## src/hdl/hcbd_pkg.sv

```systemverilog
`default_nettype none

package hcbd_pkg;

    localparam int LINE_MAX_DEFAULT = 8;
    localparam int QUEUE_DEPTH = 2;
    localparam int ACC_W = 28;
    localparam int TOTAL_W = 32;
    localparam logic [TOTAL_W-1:0] MAX_TOTAL_RESET = 32'd524288;
    localparam logic [7:0] CHAR_LF = 8'h0A;

    localparam logic [2:0] ST_BUSY = 3'd0;
    localparam logic [2:0] ST_DATA = 3'd1;
    localparam logic [2:0] ST_EMPTY = 3'd2;
    localparam logic [2:0] ST_LONG = 3'd3;
    localparam logic [2:0] ST_HEX = 3'd4;
    localparam logic [2:0] ST_BIG = 3'd5;

    typedef enum logic [2:0]
    {
        PH_SIZE = 3'b001,
        PH_DATA = 3'b010,
        PH_DONE = 3'b100
    } phase_t;

    typedef struct packed
    {
        logic [7:0] data;
        logic       is_lf;
        logic       is_hex;
        logic [3:0] digit;
    } class_t;

    typedef struct packed
    {
        logic [7:0] payload_byte;
        logic       payload_valid;
        logic [2:0] status;
        logic       finished;
    } result_t;

endpackage

`default_nettype wire

```

## src/hdl/hcbd_queue.sv

```systemverilog
`default_nettype none

module hcbd_queue #(
    parameter int WIDTH = 8,
    parameter int DEPTH = hcbd_pkg::QUEUE_DEPTH
) (
    input  wire logic             clk,
    input  wire logic             rst_n,
    input  wire logic             push,
    input  wire logic [WIDTH-1:0] wr_data,
    output logic                  full,
    input  wire logic             pop,
    output logic      [WIDTH-1:0] rd_data,
    output logic                  empty
);

    localparam int PTR_W = (DEPTH > 1) ? $clog2(DEPTH) : 1;
    localparam int CNT_W = $clog2(DEPTH + 1);

    logic [WIDTH-1:0] mem_reg [DEPTH];
    logic [PTR_W-1:0] wr_ptr_reg;
    logic [PTR_W-1:0] wr_ptr_next;
    logic [PTR_W-1:0] rd_ptr_reg;
    logic [PTR_W-1:0] rd_ptr_next;
    logic [CNT_W-1:0] count_reg;
    logic [CNT_W-1:0] count_next;
    logic             do_push;
    logic             do_pop;

    assign full = (count_reg == CNT_W'(DEPTH));
    assign empty = (count_reg == '0);
    assign do_push = push && !full;
    assign do_pop = pop && !empty;
    assign rd_data = mem_reg[rd_ptr_reg];

    always_comb
    begin
        wr_ptr_next = wr_ptr_reg;
        rd_ptr_next = rd_ptr_reg;
        if (do_push)
        begin
            wr_ptr_next = (wr_ptr_reg == PTR_W'(DEPTH - 1)) ? '0 : wr_ptr_reg + 1'b1;
        end
        if (do_pop)
        begin
            rd_ptr_next = (rd_ptr_reg == PTR_W'(DEPTH - 1)) ? '0 : rd_ptr_reg + 1'b1;
        end
        count_next = count_reg + CNT_W'(do_push) - CNT_W'(do_pop);
    end

    always_ff @(posedge clk)
    begin
        if (do_push)
        begin
            mem_reg[wr_ptr_reg] <= wr_data;
        end
    end

    always_ff @(posedge clk or negedge rst_n)
    begin
        if (!rst_n)
        begin
            wr_ptr_reg <= '0;
            rd_ptr_reg <= '0;
            count_reg <= '0;
        end
        else
        begin
            wr_ptr_reg <= wr_ptr_next;
            rd_ptr_reg <= rd_ptr_next;
            count_reg <= count_next;
        end
    end

endmodule

`default_nettype wire

```

## src/hdl/hcbd_front.sv

```systemverilog
`default_nettype none

module hcbd_front #(
    parameter int QUEUE_DEPTH = hcbd_pkg::QUEUE_DEPTH
) (
    input  wire logic           clk,
    input  wire logic           rst_n,
    input  wire logic           push,
    input  wire logic [7:0]     rx_byte,
    output logic                full,
    input  wire logic           cls_pop,
    output logic                cls_valid,
    output hcbd_pkg::class_t    cls_out
);

    localparam int CLS_W = $bits(hcbd_pkg::class_t);

    hcbd_pkg::class_t cls_in;
    logic [CLS_W-1:0] q_rd_data;
    logic             q_empty;

    always_comb
    begin
        cls_in.data = rx_byte;
        cls_in.is_lf = (rx_byte == hcbd_pkg::CHAR_LF);
        cls_in.is_hex = 1'b0;
        cls_in.digit = 4'd0;
        if (rx_byte inside {[8'h30:8'h39]})
        begin
            cls_in.is_hex = 1'b1;
            cls_in.digit = rx_byte[3:0];
        end
        else if (rx_byte inside {[8'h61:8'h66], [8'h41:8'h46]})
        begin
            // Letters a-f and A-F share low nibbles 1 through 6.
            cls_in.is_hex = 1'b1;
            cls_in.digit = rx_byte[3:0] + 4'd9;
        end
    end

    hcbd_queue #(
        .WIDTH (CLS_W),
        .DEPTH (QUEUE_DEPTH)
    ) u_cls_queue (
        .clk     (clk),
        .rst_n   (rst_n),
        .push    (push),
        .wr_data (cls_in),
        .full    (full),
        .pop     (cls_pop),
        .rd_data (q_rd_data),
        .empty   (q_empty)
    );

    assign cls_valid = !q_empty;
    assign cls_out = hcbd_pkg::class_t'(q_rd_data);

endmodule

`default_nettype wire

```

## src/hdl/hcbd_back.sv

```systemverilog
`default_nettype none

module hcbd_back #(
    parameter int LINE_MAX = hcbd_pkg::LINE_MAX_DEFAULT
) (
    input  wire logic                          clk,
    input  wire logic                          rst_n,
    input  wire logic                          cfg_valid,
    input  wire logic [hcbd_pkg::TOTAL_W-1:0]  cfg_data,
    input  wire logic                          in_valid,
    input  wire hcbd_pkg::class_t              in_cls,
    output logic                               in_pop,
    input  wire logic                          res_full,
    output logic                               res_push,
    output hcbd_pkg::result_t                  res
);

    localparam int LC_W = $clog2(LINE_MAX + 1);
    localparam int ACC_W = hcbd_pkg::ACC_W;
    localparam int TOTAL_W = hcbd_pkg::TOTAL_W;

    hcbd_pkg::phase_t     phase_reg;
    hcbd_pkg::phase_t     phase_next;
    logic [LC_W-1:0]      line_count_reg;
    logic [LC_W-1:0]      line_count_next;
    logic [ACC_W-1:0]     acc_reg;
    logic [ACC_W-1:0]     acc_next;
    logic [3:0]           held_digit_reg;
    logic [3:0]           held_digit_next;
    logic                 held_hex_reg;
    logic                 held_hex_next;
    logic                 bad_reg;
    logic                 bad_next;
    logic [ACC_W-1:0]     chunk_reg;
    logic [ACC_W-1:0]     chunk_next;
    logic [TOTAL_W-1:0]   total_reg;
    logic [TOTAL_W-1:0]   total_next;
    logic [2:0]           final_reg;
    logic [2:0]           final_next;
    logic [TOTAL_W-1:0]   max_reg;
    logic [TOTAL_W:0]     sum;
    logic                 step;

    assign step = in_valid && !res_full;
    assign in_pop = step;
    assign res_push = step;
    assign sum = {1'b0, total_reg} + {{(TOTAL_W + 1 - ACC_W){1'b0}}, acc_reg};

    always_comb
    begin
        phase_next = phase_reg;
        line_count_next = line_count_reg;
        acc_next = acc_reg;
        held_digit_next = held_digit_reg;
        held_hex_next = held_hex_reg;
        bad_next = bad_reg;
        chunk_next = chunk_reg;
        total_next = total_reg;
        final_next = final_reg;
        if (step)
        begin
            case (phase_reg)
                hcbd_pkg::PH_SIZE:
                begin
                    if (in_cls.is_lf)
                    begin
                        if (line_count_reg <= LC_W'(1))
                        begin
                            line_count_next = '0;
                            acc_next = '0;
                            held_digit_next = 4'd0;
                            held_hex_next = 1'b0;
                            bad_next = 1'b0;
                        end
                        else if (bad_reg)
                        begin
                            phase_next = hcbd_pkg::PH_DONE;
                            final_next = hcbd_pkg::ST_HEX;
                        end
                        else if (acc_reg == '0)
                        begin
                            phase_next = hcbd_pkg::PH_DONE;
                            final_next = (total_reg == '0) ? hcbd_pkg::ST_EMPTY
                                                           : hcbd_pkg::ST_DATA;
                        end
                        else
                        begin
                            total_next = sum[TOTAL_W] ? '1 : sum[TOTAL_W-1:0];
                            if (sum > {1'b0, max_reg})
                            begin
                                phase_next = hcbd_pkg::PH_DONE;
                                final_next = hcbd_pkg::ST_BIG;
                            end
                            else
                            begin
                                chunk_next = acc_reg;
                                line_count_next = '0;
                                acc_next = '0;
                                held_digit_next = 4'd0;
                                held_hex_next = 1'b0;
                                bad_next = 1'b0;
                                phase_next = hcbd_pkg::PH_DATA;
                            end
                        end
                    end
                    else if (line_count_reg >= LC_W'(LINE_MAX))
                    begin
                        phase_next = hcbd_pkg::PH_DONE;
                        final_next = hcbd_pkg::ST_LONG;
                    end
                    else
                    begin
                        // The previous character is folded only once a later one proves
                        // it is not the CR that closes the line.
                        if (line_count_reg != '0)
                        begin
                            acc_next = {acc_reg[ACC_W-5:0], held_digit_reg};
                            bad_next = bad_reg || !held_hex_reg;
                        end
                        held_digit_next = in_cls.digit;
                        held_hex_next = in_cls.is_hex;
                        line_count_next = line_count_reg + 1'b1;
                    end
                end
                hcbd_pkg::PH_DATA:
                begin
                    chunk_next = chunk_reg - 1'b1;
                    if (chunk_reg == ACC_W'(1))
                    begin
                        phase_next = hcbd_pkg::PH_SIZE;
                    end
                end
                default:
                begin
                end
            endcase
        end
    end

    always_comb
    begin
        res.payload_valid = (phase_reg == hcbd_pkg::PH_DATA);
        res.payload_byte = res.payload_valid ? in_cls.data : 8'd0;
        res.finished = (phase_next == hcbd_pkg::PH_DONE);
        res.status = res.finished ? final_next : hcbd_pkg::ST_BUSY;
    end

    always_ff @(posedge clk or negedge rst_n)
    begin
        if (!rst_n)
        begin
            phase_reg <= hcbd_pkg::PH_SIZE;
            line_count_reg <= '0;
            acc_reg <= '0;
            held_digit_reg <= 4'd0;
            held_hex_reg <= 1'b0;
            bad_reg <= 1'b0;
            chunk_reg <= '0;
            total_reg <= '0;
            final_reg <= hcbd_pkg::ST_BUSY;
            max_reg <= hcbd_pkg::MAX_TOTAL_RESET;
        end
        else
        begin
            phase_reg <= phase_next;
            line_count_reg <= line_count_next;
            acc_reg <= acc_next;
            held_digit_reg <= held_digit_next;
            held_hex_reg <= held_hex_next;
            bad_reg <= bad_next;
            chunk_reg <= chunk_next;
            total_reg <= total_next;
            final_reg <= final_next;
            if (cfg_valid)
            begin
                max_reg <= cfg_data;
            end
        end
    end

endmodule

`default_nettype wire

```

## src/hdl/http_chunked_body_decoder.sv

```systemverilog
`default_nettype none

// Decodes an HTTP/1.1 chunked body at one byte per clock cycle while the result queue has
// room, with one result item per input byte. The front part classifies each byte into a
// short queue, and the back part applies it to the decoder state and writes the result
// into an output queue, so a byte is registered in the class queue and then in the result
// queue on its way out. Both queues hold QUEUE_DEPTH items, and either side may stall
// without stopping the other until its queue fills. The limit register is written through
// the cfg channel, which is always ready; write it only while no item is in flight.
module http_chunked_body_decoder #(
    parameter int LINE_MAX = hcbd_pkg::LINE_MAX_DEFAULT,
    parameter int QUEUE_DEPTH = hcbd_pkg::QUEUE_DEPTH
) (
    input  wire logic        clk,
    input  wire logic        rst_n,
    input  wire logic        push,
    output logic             full,
    input  wire logic [7:0]  rx_byte,
    output logic             empty,
    input  wire logic        pop,
    output logic      [7:0]  payload_byte,
    output logic             payload_valid,
    output logic      [2:0]  status,
    output logic             finished,
    input  wire logic        cfg_valid,
    output logic             cfg_ready,
    input  wire logic [31:0] cfg_data
);

    localparam int RES_W = $bits(hcbd_pkg::result_t);

    hcbd_pkg::class_t  cls;
    logic              cls_valid;
    logic              cls_pop;
    logic              res_full;
    logic              res_push;
    hcbd_pkg::result_t res_in;
    hcbd_pkg::result_t res_out;
    logic [RES_W-1:0]  res_rd_data;

    assign cfg_ready = 1'b1;

    hcbd_front #(
        .QUEUE_DEPTH (QUEUE_DEPTH)
    ) u_front (
        .clk       (clk),
        .rst_n     (rst_n),
        .push      (push),
        .rx_byte   (rx_byte),
        .full      (full),
        .cls_pop   (cls_pop),
        .cls_valid (cls_valid),
        .cls_out   (cls)
    );

    hcbd_back #(
        .LINE_MAX (LINE_MAX)
    ) u_back (
        .clk       (clk),
        .rst_n     (rst_n),
        .cfg_valid (cfg_valid && cfg_ready),
        .cfg_data  (cfg_data),
        .in_valid  (cls_valid),
        .in_cls    (cls),
        .in_pop    (cls_pop),
        .res_full  (res_full),
        .res_push  (res_push),
        .res       (res_in)
    );

    hcbd_queue #(
        .WIDTH (RES_W),
        .DEPTH (QUEUE_DEPTH)
    ) u_res_queue (
        .clk     (clk),
        .rst_n   (rst_n),
        .push    (res_push),
        .wr_data (res_in),
        .full    (res_full),
        .pop     (pop),
        .rd_data (res_rd_data),
        .empty   (empty)
    );

    assign res_out = hcbd_pkg::result_t'(res_rd_data);
    assign payload_byte = res_out.payload_byte;
    assign payload_valid = res_out.payload_valid;
    assign status = res_out.status;
    assign finished = res_out.finished;

    a_payload_not_finished: assert property (
        @(posedge clk) disable iff (!rst_n)
        (!empty && payload_valid) |-> !finished
    ) else $error("Payload byte reported together with finished.");

    a_finished_has_code: assert property (
        @(posedge clk) disable iff (!rst_n)
        (!empty && finished) |-> (status != hcbd_pkg::ST_BUSY)
    ) else $error("Finished result carries the busy status.");

    a_busy_has_no_code: assert property (
        @(posedge clk) disable iff (!rst_n)
        (!empty && !finished) |-> (status == hcbd_pkg::ST_BUSY)
    ) else $error("Unfinished result carries a final status.");

    a_no_stray_payload: assert property (
        @(posedge clk) disable iff (!rst_n)
        (!empty && !payload_valid) |-> (payload_byte == 8'd0)
    ) else $error("Payload byte is nonzero on a non-payload result.");

endmodule

`default_nettype wire

```

## config.mk

```make
export PLATFORM = sky130hd
export DESIGN_NAME = http_chunked_body_decoder
export DESIGN_NICKNAME = d
export VERILOG_FILES = /design/src/hdl/hcbd_pkg.sv /design/src/hdl/hcbd_queue.sv /design/src/hdl/hcbd_front.sv /design/src/hdl/hcbd_back.sv /design/src/hdl/http_chunked_body_decoder.sv
export SDC_FILE = /design/constraint.sdc
export NUM_CORES = 1
export LEC_CHECK = 0
export ABC_CLOCK_PERIOD_IN_PS = 4690
export BUFFER_PORTS_ARGS = -buffer_cell sky130_fd_sc_hd__buf_2
export CAP_MARGIN = 20
export CORE_MARGIN = 4
export CORE_UTILIZATION = 55
export CTS_BUF_LIST = sky130_fd_sc_hd__clkbuf_4 sky130_fd_sc_hd__clkbuf_8 sky130_fd_sc_hd__clkbuf_16
export DETAILED_ROUTE_END_ITERATION = 8
export GPL_TIMING_DRIVEN = 0
export HOLD_SLACK_MARGIN = 0.12
export PLACE_DENSITY = 0.76
export SYNTH_ARGS = -nofsm -noshare
export SYNTH_HDL_FRONTEND = slang
export SYNTH_SLANG_ARGS = --single-unit
```

## constraint.sdc

```tcl
create_clock -name clk -period 4.69 [get_ports clk]
set_input_delay 0.2345 -clock clk [delete_from_list [all_inputs] [get_ports clk]]
set_output_delay 0.2345 -clock clk [all_outputs]
set_load 0.005 [all_outputs]
```

=== After elaboration in Yosys (flattened, before gate mapping) ===
Memory sizes are Yosys's and may differ from the RTL's.
Cells that the tools add are included.

* Input port bits: 45
* Output and inout port bits: 16
* Logic and storage cells: 148
* Flip-flop bits (word level): 144
* Memories: 2
* RAM bits: 54

* Bitwise logic cells: 3
* Reductions and logical operators: 27
* Muxes and demuxes: 63
* Equal/unequal tests: 16
* $lt $le $gt $ge: 9
* Add/sub/neg operators: 12

{| class="wikitable"
|+ Memory list
! name !! words !! width !! read ports !! clocked after Yosys merged registers in !! write ports !! RTL line !! source
|-
| u_front.u_cls_queue.mem_reg || 2 || 14 || 1 || 0 || 1 || hcbd_queue.sv:20 || <nowiki>logic [WIDTH-1:0] mem_reg [DEPTH];</nowiki>
|-
| u_res_queue.mem_reg || 2 || 13 || 1 || 0 || 1 || hcbd_queue.sv:20 ||
|}

{| class="wikitable"
|+ Operator list
! operator !! count
|-
| $mux 28 || 12
|-
| $pmux 28 s2 || 1
|-
| $mux 3 || 17
|-
| $add 32x28->33 || 1
|-
| $gt 33x32->1 || 1
|-
| $logic_not 32->1 || 1
|-
| $mux 32 || 1
|-
| $mux 4 || 8
|-
| $eq 28x1->1 const B || 1
|-
| $logic_not 28->1 || 1
|-
| $sub 28x1->28 const B || 1
|-
| $mux 1 || 19
|-
| $ge 8x7->1 const B || 2
|-
| $le 8x7->1 const B || 2
|-
| $reduce_and 7->1 || 2
|-
| $ne 2x2->1 const B || 6
|-
| $reduce_and 6->1 || 2
|-
| $mux 5 || 2
|-
| $eq 8x4->1 const B || 1
|-
| $ge 8x6->1 const B || 1
|-
| $le 8x6->1 const B || 1
|-
| $logic_and 1x1->1 || 8
|-
| $mux 8 || 1
|-
| $ne 3x2->1 const B || 2
|-
| other kinds (21) || 36
|}

=== Longest topological paths before layout ===
Gate-level depths: netlist (run 1).

* Depth after elaboration: 11
* Mapped depth: 21

=== Hierarchy ===
A second synthesis (run 1) with hierarchy kept.

* Cell total of the unflattened synthesis: 1223
* Area total of the unflattened synthesis: 11961.5 µm²

{| class="wikitable"
|+ Modules (own cells, without submodules)
! module !! cells each !! times used !! area each (µm²)
|-
| hcbd_back || 1075 || 1 || 9337.7
|-
| hcbd_queue at u_front.u_cls_queue || 62 || 1 || 1263.7
|-
| hcbd_queue at u_res_queue || 58 || 1 || 1138.6
|-
| hcbd_front || 26 || 1 || 210.2
|-
| http_chunked_body_decoder || 2 || 1 || 11.3
|}

=== Worst setup path before layout (run 1) ===
Ideal clock, no wire load.

* Kind: register to register
* Start point: register u_back.acc_reg[0]
* End point: memory u_res_queue.mem_reg[0][2] (netlist bit) (data pin)
* Clock period less this slack: 5.091 ns
* Library setup time: 0.258 ns
* Arrival time: 4.834 ns
* Slack: -0.401 ns
* Stages on the path, launching flop included: 20
* Cells stage by stage: dfrtp_1 > ha_1 > fa_1 > a211oi_2 > o211ai_2 > nand3_1 > nand2_1 > a21o_1 > a221oi_1 > nor2_1 > a311oi_1 > ha_1 > a211oi_1 > o21ai_0 > a22o_1 > a2111oi_2 > nor2_1 > or4_4 > a32o_1 > and2_1

{| class="wikitable"
|+ RTL lines
! item !! RTL line !! source
|-
| from (decl) || hcbd_back.sv:26 || <nowiki>logic [ACC_W-1:0] acc_reg;</nowiki>
|-
| from (signal assigned) || hcbd_back.sv:167 || <nowiki>acc_reg <= acc_next;</nowiki>
|-
| to (decl) || hcbd_queue.sv:20 ||
|}

==> results of run 1 <==
-- critical path, delay by kind of cell, from the launching register on --
family / cells / cell delay, ns
AO/OA/AOI/OAI: 9 / 2.12
AND/OR/NAND/NOR: 6 / 1.10
adder cells (fa/ha/maj): 3 / 0.89
flip-flops: 1 / 0.44
buffers and inverters: 2 / 0.34
-- per-layer routing --
layer  track usage [%]  share of wire, %  vias to the layer above
met2             42.87                52                      321
met1             33.63                41                     4592
met3             3.768               4.4                       62
met4             8.467               2.5                        0
met5                 0                 0                        -
li1                  -                 -                     4275
-- kinds of logic (layout without fill, tap and decap cells) --
| logic type | after synthesis | in the layout | share of synthesized area, % |
|---|---|---|---|
| AND/OR/NAND/NOR | 301 | 301 | 13.59 |
| AO/OA/AOI/OAI | 312 | 312 | 19.92 |
| other | 1 | 1 | 0.03439 |
| flip-flops | 198 | 198 | 47.95 |
| adder cells (fa/ha/maj) | 74 | 74 | 8.561 |
| buffers and inverters | 101 | 291 | 3.844 |
| multiplexers | 33 | 33 | 3.213 |
| XOR/XNOR | 36 | 36 | 2.892 |
-- final timing paths --
| check | startpoint | end | slack [ns] | cells after the start |
|---|---|---|---|---|
| max in group asynchronous | rst_n | u_back.acc_reg[1]$_DFFE_PN0P_ | 3.56 | 3 |
| min | push | u_front.u_cls_queue.wr_ptr_reg$_DFFE_PN0P_ | 0.15 | 3 |
| min in group asynchronous | rst_n | u_back.max_reg[23]$_DFFE_PN0P_ | 0.26 | 2 |
| min reg2reg | u_front.u_cls_queue.wr_ptr_reg$_DFFE_PN0P_ | u_front.u_cls_queue.wr_ptr_reg$_DFFE_PN0P_ | 0.50 | 1 |
| max reg2reg | u_back.acc_reg[0]$_DFFE_PN0P_ | u_res_queue.mem_reg[0][1]$_DFFE_PP_ | -0.44 | 20 |
| max | u_back.acc_reg[0]$_DFFE_PN0P_ | u_res_queue.mem_reg[0][1]$_DFFE_PP_ | -0.44 | 20 |
-- synth_stat cells, drive strengths merged, types with 28 or more instances --
cell    count
nand3      29
nor2       62
a21oi      64
o22a       28
ha         73
inv        59
dfrtp     142
o21ai      93
nand2     101
a22o       33
edfxtp     54
-- cell usage in the layout, fill, tap and decap left out, types with 12 or more instances in the layout --
cell type / synthesis / routed
sky130_fd_sc_hd__a21o_1: 13 / 13
sky130_fd_sc_hd__a21oi_1: 62 / 44
sky130_fd_sc_hd__a21oi_2: 2 / 17
sky130_fd_sc_hd__a22o_1: 33 / 33
sky130_fd_sc_hd__buf_2: 11 / 64
sky130_fd_sc_hd__buf_4: 1 / 42
sky130_fd_sc_hd__buf_6: 3 / 14
sky130_fd_sc_hd__clkbuf_1: 27 / 26
sky130_fd_sc_hd__clkbuf_16: 0 / 19
sky130_fd_sc_hd__dfrtp_1: 142 / 127
sky130_fd_sc_hd__dfrtp_2: 0 / 15
sky130_fd_sc_hd__dlygate4sd3_1: 0 / 41
sky130_fd_sc_hd__edfxtp_1: 54 / 54
sky130_fd_sc_hd__ha_1: 73 / 56
sky130_fd_sc_hd__ha_4: 0 / 15
sky130_fd_sc_hd__inv_1: 58 / 58
sky130_fd_sc_hd__mux2_2: 16 / 16
sky130_fd_sc_hd__mux2i_1: 17 / 17
sky130_fd_sc_hd__nand2_1: 100 / 96
sky130_fd_sc_hd__nand2b_1: 12 / 12
sky130_fd_sc_hd__nand3_1: 29 / 26
sky130_fd_sc_hd__nand4_1: 13 / 13
sky130_fd_sc_hd__nor2_1: 61 / 55
sky130_fd_sc_hd__nor3_1: 15 / 13
sky130_fd_sc_hd__nor4_1: 24 / 23
sky130_fd_sc_hd__o21ai_0: 90 / 78
sky130_fd_sc_hd__o22a_1: 28 / 28
sky130_fd_sc_hd__xnor2_1: 27 / 25
-- final cells by class --
type | instances | area (sq um) | area share [%]
clock inverters | 15 | 165.2 | 1.190
well taps | 265 | 331.6 | 2.390
multi-input cells | 757 | 5909 | 42.60
plain buffers | 38 | 192.7 | 1.389
clock buffers | 17 | 425.4 | 3.066
inverters | 59 | 221.5 | 1.596
flip-flops and latches | 198 | 5246 | 37.82
repair buffers | 162 | 1381 | 9.957
-- power by group --
group | internal [mW] | switching [mW]
logic | 0.350 | 0.454
registers | 2.02 | 0.0722
clock network | 0.721 | 0.751
-- metrics by stage --
stage	hold slack [ns]	util, %	power, mW	instances	setup WS, ns
after floorplan	-0.06109	-	2.608	1056	-0.1009
after global routing	0.1528	71.28	4.566	1511	-0.5853
after global placement	0.4385	59.29	2.843	1379	-0.9809
final	0.1488	71.28	4.367	1511	-0.4371
after CTS	0.1482	68.05	4.373	1488	-0.4294
after detailed placement	0.1882	59.52	2.890	1381	-1.024
-- what timing repair did --
action                                 in CTS  in global routing
pin swaps                                  37                 45
hold buffers                               41                  0
endpoints found under the hold margin      91                  0
setup buffers                              32                 24
resized for setup                          58                100
gates cloned                                2                  2
setup endpoints to repair                  78                 78
==> metrics.txt, run 1 <==
Unique masters post-synth 78; vias in the first global route 9,163; maximum net fanout on the critical path 4; final setup slack of the worst path -0.4371 ns; buffer type at the clock tree root sky130_fd_sc_hd__clkbuf_16; leakage component of the power 6.145 nW; CTS clock-pin slew for the worst setup and hold paths 0.08 ns; dominant cells by area after synthesis sky130_fd_sc_hd__dfrtp_1, sky130_fd_sc_hd__edfxtp_1, sky130_fd_sc_hd__ha_1, sky130_fd_sc_hd__o21ai_0, sky130_fd_sc_hd__nand2_1; overall die width 148.8 um; Clock Latency Late Sink 0.44 ns; total wirelength of the detailed-routed design 28,930 um; worst path arrival time 5.33 ns; Slew Limit Fails 0; Chip Height 148.8 um; number of filler instances in the final layout 1,297; Initial Util 56.02%; overall routing resource usage 25.30%; most repeated library cell on the critical path sky130_fd_sc_hd__buf_4; total power density per cell area 314.7 mW/mm^2; post-synthesis cell area 0.01090 sq mm; Worst Setup Start Kind register; post-place instance area 0.01158 sq mm; DR iter-0 viols 780; number of levels in the clock H-tree 4; Achievable Freq 195.0 MHz; result of the run finished, violations left; Crit path required time 4.89 ns; final-stage net count 1,352; Hold/Removal Path Class in2reg; Total Die Area 0.02214 sq mm; portion of the post-synthesis area used by sequential elements 47.95%; clock period minus final worst setup slack 5.127 ns; n_diodes 0; cells along the critical path ha_4 > fa_2 > a211oi_4 > o211ai_2 > nand3_2 > nand2_2 > a21o_1 > a221oi_4 > buf_4 > a311oi_4 > ha_1 > buf_4 > o21ai_0 > nand2b_1 > a22o_1 > a2111oi_4 > nor2_4 > or4_4 > a32o_2 > and2_4; max-capacitance violation count 0; cell count after synthesis 1,056; worst setup path class reg2reg; initial antenna violation count 0; DR DRC count 0; area delta synth->final 27.24%; VDD IR-drop max 0.2851 mV; remaining number of nets flagged by the antenna check after routing 0; area share of the largest cell type after synthesis 32.59%; number of nets in the synthesized netlist 1,175; post-route standard cell area excluding fillers 0.01387 sq mm; IO Count 61; Total Neg Setup Slack -23.42 ns; maximum root-to-sink buffer count 2; final setup skew 0.01273 ns; yosys synthesis warning count 0; final period utilization 109.3%; number of iterations in the first detailed-routing pass 5; count of flip-flops with a built-in enable after synthesis 54; Clock Sinks 198; routability-driven placement congestion ratio 0.9036; Post-synth ARST share 72.73%; DR WL/cell 19.14 um; row count 51; cell taking the most area after synthesis sky130_fd_sc_hd__dfrtp_1; Worst path slowest cell sky130_fd_sc_hd__or4_4; average cell area after synthesis 10.32 sq um; Crit. End Element register; total grt overflow 0; maximum number of pins on one net before global-route repair 102; first-pass GRT wire length 45,380 um; RSZ-0062 raised after global routing true; count of vias placed by the detailed router 9,250; count of final hold-check violations 0; Vias/cell 6.122; Seq cells post-synth 198; number of buffers created by CTS 17; share of final-layout standard cells stronger than drive strength 1 24.48%; total setup violations reported at the end of the flow 76; Top FF cell, synth sky130_fd_sc_hd__dfrtp_1; Tightest Pin Transition 0.9676 ns; delay of the slowest cell on the worst path 0.51 ns; worst max-slew margin expressed relative to the limit 35.00%; HPWL after detailed placement 18,250 um; TritonCTS clock tree yes; violations in the final reports setup timing; Port Buffers 58; floorplan core area 0.01946 sq mm
Power figures use the tool's default switching activity.
==> run 2: changes to the inputs <==
CORE_UTILIZATION = 30   (was 55)
PLACE_DENSITY = not set   (was 0.76)
==> run 2 against run 1 <==
The flow still finishes with violations (setup timing). Utilization decreased by 32 points. Total power rose by 1.5%. Design area grew 0.99%. Non-clock buffer count up 1. Critical path type unchanged. Highest routed layer unchanged.
==> metrics.txt, run 2 (synthesis results as in run 1) <==
Achievable Freq 193.9 MHz; number of iterations in the first detailed-routing pass 5; DR DRC count 0; area delta synth->final 28.51%; first-pass GRT wire length 46,240 um; Total Die Area 0.03946 sq mm; Design Power 4.431 mW; row count 69; number of levels in the clock H-tree 4; count of final hold-check violations 0; n_diodes 0; final period utilization 110.0%; number of placed instances with taps included 1,577; leakage component of the power 6.202 nW; total setup violations reported at the end of the flow 78; overall routing resource usage 14.43%; number of buffers created by CTS 17; most common cell after layout, fill and taps aside sky130_fd_sc_hd__dfrtp_1; Chip Height 198.6 um; Slew Limit Fails 0; worst path arrival time 5.36 ns; total power density per cell area 316.2 mW/mm^2; layer with the highest usage met2; worst setup path class reg2reg; Clock Latency Late Sink 0.45 ns; met3 usage 1.829%; post-route standard cell area excluding fillers 0.01401 sq mm; floorplan core area 0.03574 sq mm; worst setup timing slack at the placement stage -1.125 ns; overall die width 198.6 um; Vias/cell 5.149; maximum root-to-sink buffer count 2; Initial Util 30.50%; IO Count 61; HPWL after detailed placement 19,650 um; remaining number of nets flagged by the antenna check after routing 0; Tightest Pin Transition 0.8915 ns; final cell count without fillers 1,708; worst max-slew margin expressed relative to the limit 40.35%; max-capacitance violation count 0; clock period minus final worst setup slack 5.158 ns; maximum net fanout on the critical path 5; total grt overflow 0; Worst path slowest cell sky130_fd_sc_hd__or4_4; final setup skew 0.01381 ns; M1 GR Usage 19.96%; Port Buffers 58; DR WL/cell 16.75 um; vias in the first global route 8,725; VDD IR-drop max 0.2567 mV; commonest cells after routing, fill and taps aside sky130_fd_sc_hd__dfrtp_1, sky130_fd_sc_hd__nand2_1, sky130_fd_sc_hd__o21ai_0; Worst Setup Start Kind register; hold slack 0.2065 ns; buffer type at the clock tree root sky130_fd_sc_hd__clkbuf_16; Clock Sinks 198; total wirelength of the detailed-routed design 28,610 um; Hold/Removal Path Class in2reg; maximum number of pins on one net before global-route repair 95; Total Neg Setup Slack -27.46 ns; share of final-layout standard cells stronger than drive strength 1 22.94%; TritonCTS clock tree yes; Crit. End Element register; final-stage net count 1,353; initial antenna violation count 0; most repeated library cell on the critical path sky130_fd_sc_hd__buf_4; violations in the final reports setup timing; final setup slack of the worst path -0.4683 ns; met2 Track Usage GR 23.63%; Crit path required time 4.90 ns; DR iter-0 viols 626; CTS clock-pin slew for the worst setup and hold paths 0.08 ns; post-place instance area 0.01183 sq mm; count of vias placed by the detailed router 8,795; cells along the critical path ha_4 > buf_4 > a211oi_2 > nor2_2 > buf_4 > o311a_4 > o311ai_4 > nand2_1 > a21o_1 > a21oi_1 > xnor2_1 > ha_1 > o21ai_0 > o21ai_1 > a22o_1 > a2111oi_4 > nor2_4 > or4_4 > a32o_2 > and2_4; result of the run finished, violations left; routability-driven placement congestion ratio 0.8862; delay of the slowest cell on the worst path 0.54 ns; final cell utilization of the core 39.20%; RSZ-0062 raised after global routing true
## run 2: area by class of cell
class	count	area (sq um)
inverter	59	221.5
sequential	198	5241
clock buffer	17	425.4
clock inverter	15	190.2
timing repair buffer	159	1351
fill	3448	21730
buffer	42	259.0
tap	461	576.8
multi-input combinational	757	5746
## run 2: final timing paths
check | startpoint | endpoint | slack, ns | cells past startpoint
min in group asynchronous | rst_n | u_back.max_reg[4]$_DFFE_PN0P_ | 0.29 | 2
hold / removal | pop | u_res_queue.rd_ptr_reg$_DFFE_PN0P_ | 0.21 | 3
setup reg to reg | u_back.acc_reg[0]$_DFFE_PN0P_ | u_res_queue.mem_reg[1][1]$_DFFE_PP_ | -0.47 | 20
max in group asynchronous | rst_n | u_back.phase_reg[0]$_DFF_PN1_ | 3.55 | 3
setup / recovery | u_back.acc_reg[0]$_DFFE_PN0P_ | u_res_queue.mem_reg[1][1]$_DFFE_PP_ | -0.47 | 20
hold reg to reg | u_res_queue.wr_ptr_reg$_DFFE_PN0P_ | u_res_queue.wr_ptr_reg$_DFFE_PN0P_ | 0.50 | 1
## run 2: what timing repair did
action,4_1_cts,5_1_grt
hold buffers,42,0
resized for setup,90,32
cloned,5,0
pin swaps,52,31
buffers inserted,35,16
hold endpoints to repair,99,0
setup endpoints to repair,78,78
## run 2: routing by layer
| metal | vias to the layer above | wire length [um] |
|---|---|---|
| met5 | - | 0 |
| met4 | 0 | 553 |
| met3 | 37 | 726 |
| met2 | 145 | 14090 |
| met1 | 4320 | 13230 |
| li1 | 4293 | - |
## run 2: power by group
group          switching [mW]  internal, mW  leakage, nW
clock                   0.779         0.735        0.297
sequential             0.0697          2.02         2.44
combinational           0.472         0.355         3.47
total                    1.32          3.11         6.20
## run 2: critical path: cells and delay by family (launching register included)
kind | cells | cell delay (ns)
compound gates | 10 | 2.57
buf+inv | 2 | 0.27
flops | 1 | 0.45
xor+xnor | 1 | 0.17
simple gates | 5 | 1.01
fa+ha+maj | 2 | 0.46
==> run 3: changes to the inputs <==
SKIP_LAST_GASP = 1   (was not set)
==> run 3 against run 2 <==
The flow still finishes with violations (setup timing). Sequential power barely moved. Clock skew is 0.00086 ns lower. Clock power about the same. Critical path depth did not move. Critical endpoint unchanged. Largest cell class unchanged. Largest power group unchanged. Highest routed layer unchanged.
==> metrics.txt, run 3 (synthesis results as in run 1) <==
result of the run finished, violations left; violations in the final reports setup timing; worst path arrival time 5.36 ns; Slew Limit Fails 0; leakage component of the power 6.136 nW; Worst path slowest cell sky130_fd_sc_hd__or4_4; cells along the critical path ha_4 > buf_4 > a211oi_2 > nor2_2 > buf_4 > o311a_4 > o311ai_4 > nand2_1 > a21o_1 > a21oi_1 > xnor2_1 > ha_1 > o21ai_0 > o21ai_1 > a22o_1 > a2111oi_4 > nor2_4 > or4_4 > a32o_2 > and2_4; vias in the first global route 8,727; final setup skew 0.01295 ns; CTS clock-pin slew for the worst setup and hold paths 0.08 ns; Chip Height 198.6 um; Tightest Pin Transition 0.8506 ns; overall die width 198.6 um; final period utilization 109.9%; VDD IR-drop max 0.2568 mV; IO Count 61; final setup slack of the worst path -0.4666 ns; n_diodes 0; Achievable Freq 193.9 MHz; max-capacitance violation count 0; worst hold path startpoint pop; Crit. End Element register; remaining number of nets flagged by the antenna check after routing 0; r2r startpoint u_back.acc_reg[0]$_DFFE_PN0P_; routability-driven placement congestion ratio 0.8862; Clock Sinks 198; end of the worst register-to-register path u_res_queue.mem_reg[1][1]$_DFFE_PP_; worst setup path class reg2reg; Vias/cell 5.138; count of vias placed by the detailed router 8,760; number of placed instances with taps included 1,577; number of iterations in the first detailed-routing pass 5; final cell utilization of the core 39.07%; count of cells along the worst register-to-register path 20; share of final-layout standard cells stronger than drive strength 1 22.59%; number of buffers created by CTS 17; most common cell after layout, fill and taps aside sky130_fd_sc_hd__dfrtp_1; Initial Util 30.50%; Total Neg Setup Slack -26.60 ns; Total Die Area 0.03946 sq mm; Port Buffers 58; total setup violations reported at the end of the flow 76; final cell count without fillers 1,705; DR DRC count 0; Design Power 4.430 mW; commonest cells after routing, fill and taps aside sky130_fd_sc_hd__dfrtp_1, sky130_fd_sc_hd__nand2_1, sky130_fd_sc_hd__o21ai_0; area delta synth->final 28.07%; maximum number of pins on one net before global-route repair 95; DR WL/cell 16.77 um; most repeated library cell on the critical path sky130_fd_sc_hd__buf_4; Crit path required time 4.90 ns; final-stage net count 1,350; maximum root-to-sink buffer count 2; setup slack of the worst register-to-register path -0.47 ns; number of levels in the clock H-tree 4; Hold/Removal Path Class in2reg; Worst Hold Depth 3; total wirelength of the detailed-routed design 28,590 um; RSZ-0062 raised after global routing true; worst max-slew margin expressed relative to the limit 43.08%; floorplan core area 0.03574 sq mm; Clock Latency Late Sink 0.45 ns; overall routing resource usage 14.43%; DR iter-0 viols 609; maximum net fanout on the critical path 5; initial antenna violation count 0; count of final hold-check violations 0; HPWL after detailed placement 19,650 um; buffer type at the clock tree root sky130_fd_sc_hd__clkbuf_16; Worst Setup Start Kind register; TritonCTS clock tree yes; Hold EP u_res_queue.rd_ptr_reg$_DFFE_PN0P_; post-place instance area 0.01183 sq mm; delay of the slowest cell on the worst path 0.53 ns; first-pass GRT wire length 46,240 um; total grt overflow 0; total power density per cell area 317.3 mW/mm^2; clock period minus final worst setup slack 5.157 ns; post-route standard cell area excluding fillers 0.01396 sq mm; row count 69
run 3: cell types whose count changed in the layout (fill, tap and decap cells not counted):
cell                       previous run  this run
sky130_fd_sc_hd__o41ai_1              1         2
sky130_fd_sc_hd__buf_4               38        36
sky130_fd_sc_hd__a21oi_1             53        54
sky130_fd_sc_hd__buf_6               16        15
sky130_fd_sc_hd__o311ai_2             0         1
sky130_fd_sc_hd__o41ai_2              1         0
sky130_fd_sc_hd__o311ai_4             2         1
sky130_fd_sc_hd__a21oi_2             11        10
run 3: per-stage QoR:
stage / worst slack, ns / hold WS, ns
floorplan: -0.1009 / -0.06109
global placement: -1.095 / 0.4413
detailed placement: -1.125 / 0.2195
CTS: -0.4661 / 0.1963
global route: -0.6123 / 0.2248
finish: -0.4666 / 0.2065
run 3: report_power, final:
group / internal [mW] / switching, mW
Sequential: 2.02 / 0.0698
Combinational: 0.355 / 0.472
Clock: 0.735 / 0.779
run 3: worst max-delay path, delay by kind of cell, from the launching register on:
| kind | cells | cell delay [ns] |
|---|---|---|
| buffers and inverters | 2 | 0.27 |
| AOI/OAI and AO/OA | 10 | 2.57 |
| xor gates and xnor gates | 1 | 0.17 |
| adders and majority gates | 2 | 0.46 |
| DFF | 1 | 0.45 |
| and+or+nand+nor | 5 | 1.00 |
run 3: timing repair:
action,CTS,global route
pin swaps,52,30
resized for setup,89,29
hold buffers,42,0
gates cloned,5,0
setup buffers,35,13
hold endpoints to repair,99,0
endpoints found under the setup margin,78,78
run 3: area by class of cell:
cell class	instances	area, sq um
buffer	42	259.0
fill	3452	21780
clock inverter	15	190.2
tap	461	576.8
clock buffer	17	425.4
inverter	59	221.5
sequential	198	5241
timing repair buffer	156	1325
multi-input combinational	757	5724
run 3: routing by layer:
layer	part of all wire, %	track usage [%]	vias to the layer above
met5	0	0	-
li1	-	-	4277
met4	1.9	4.610	0
met2	49	23.63	145
met3	2.5	1.829	35
met1	46	19.96	4303
run 3: worst max-delay path by stage:
stage	startpoint	to	slack, ns	depth (start not counted)
floorplan	u_back.acc_reg[0]$_DFFE_PN0P_	u_res_queue.mem_reg[0][2]$_DFFE_PP_	-0.10	19
global placement	u_back.acc_reg[0]$_DFFE_PN0P_	u_res_queue.mem_reg[0][2]$_DFFE_PP_	-1.09	19
detailed placement	u_back.acc_reg[0]$_DFFE_PN0P_	u_res_queue.mem_reg[1][2]$_DFFE_PP_	-1.12	19
CTS	u_back.acc_reg[0]$_DFFE_PN0P_	u_res_queue.mem_reg[0][1]$_DFFE_PP_	-0.47	19
global route	u_back.acc_reg[0]$_DFFE_PN0P_	u_back.acc_reg[11]$_DFFE_PN0P_	-0.61	23
finish	u_back.acc_reg[0]$_DFFE_PN0P_	u_res_queue.mem_reg[1][1]$_DFFE_PP_	-0.47	20
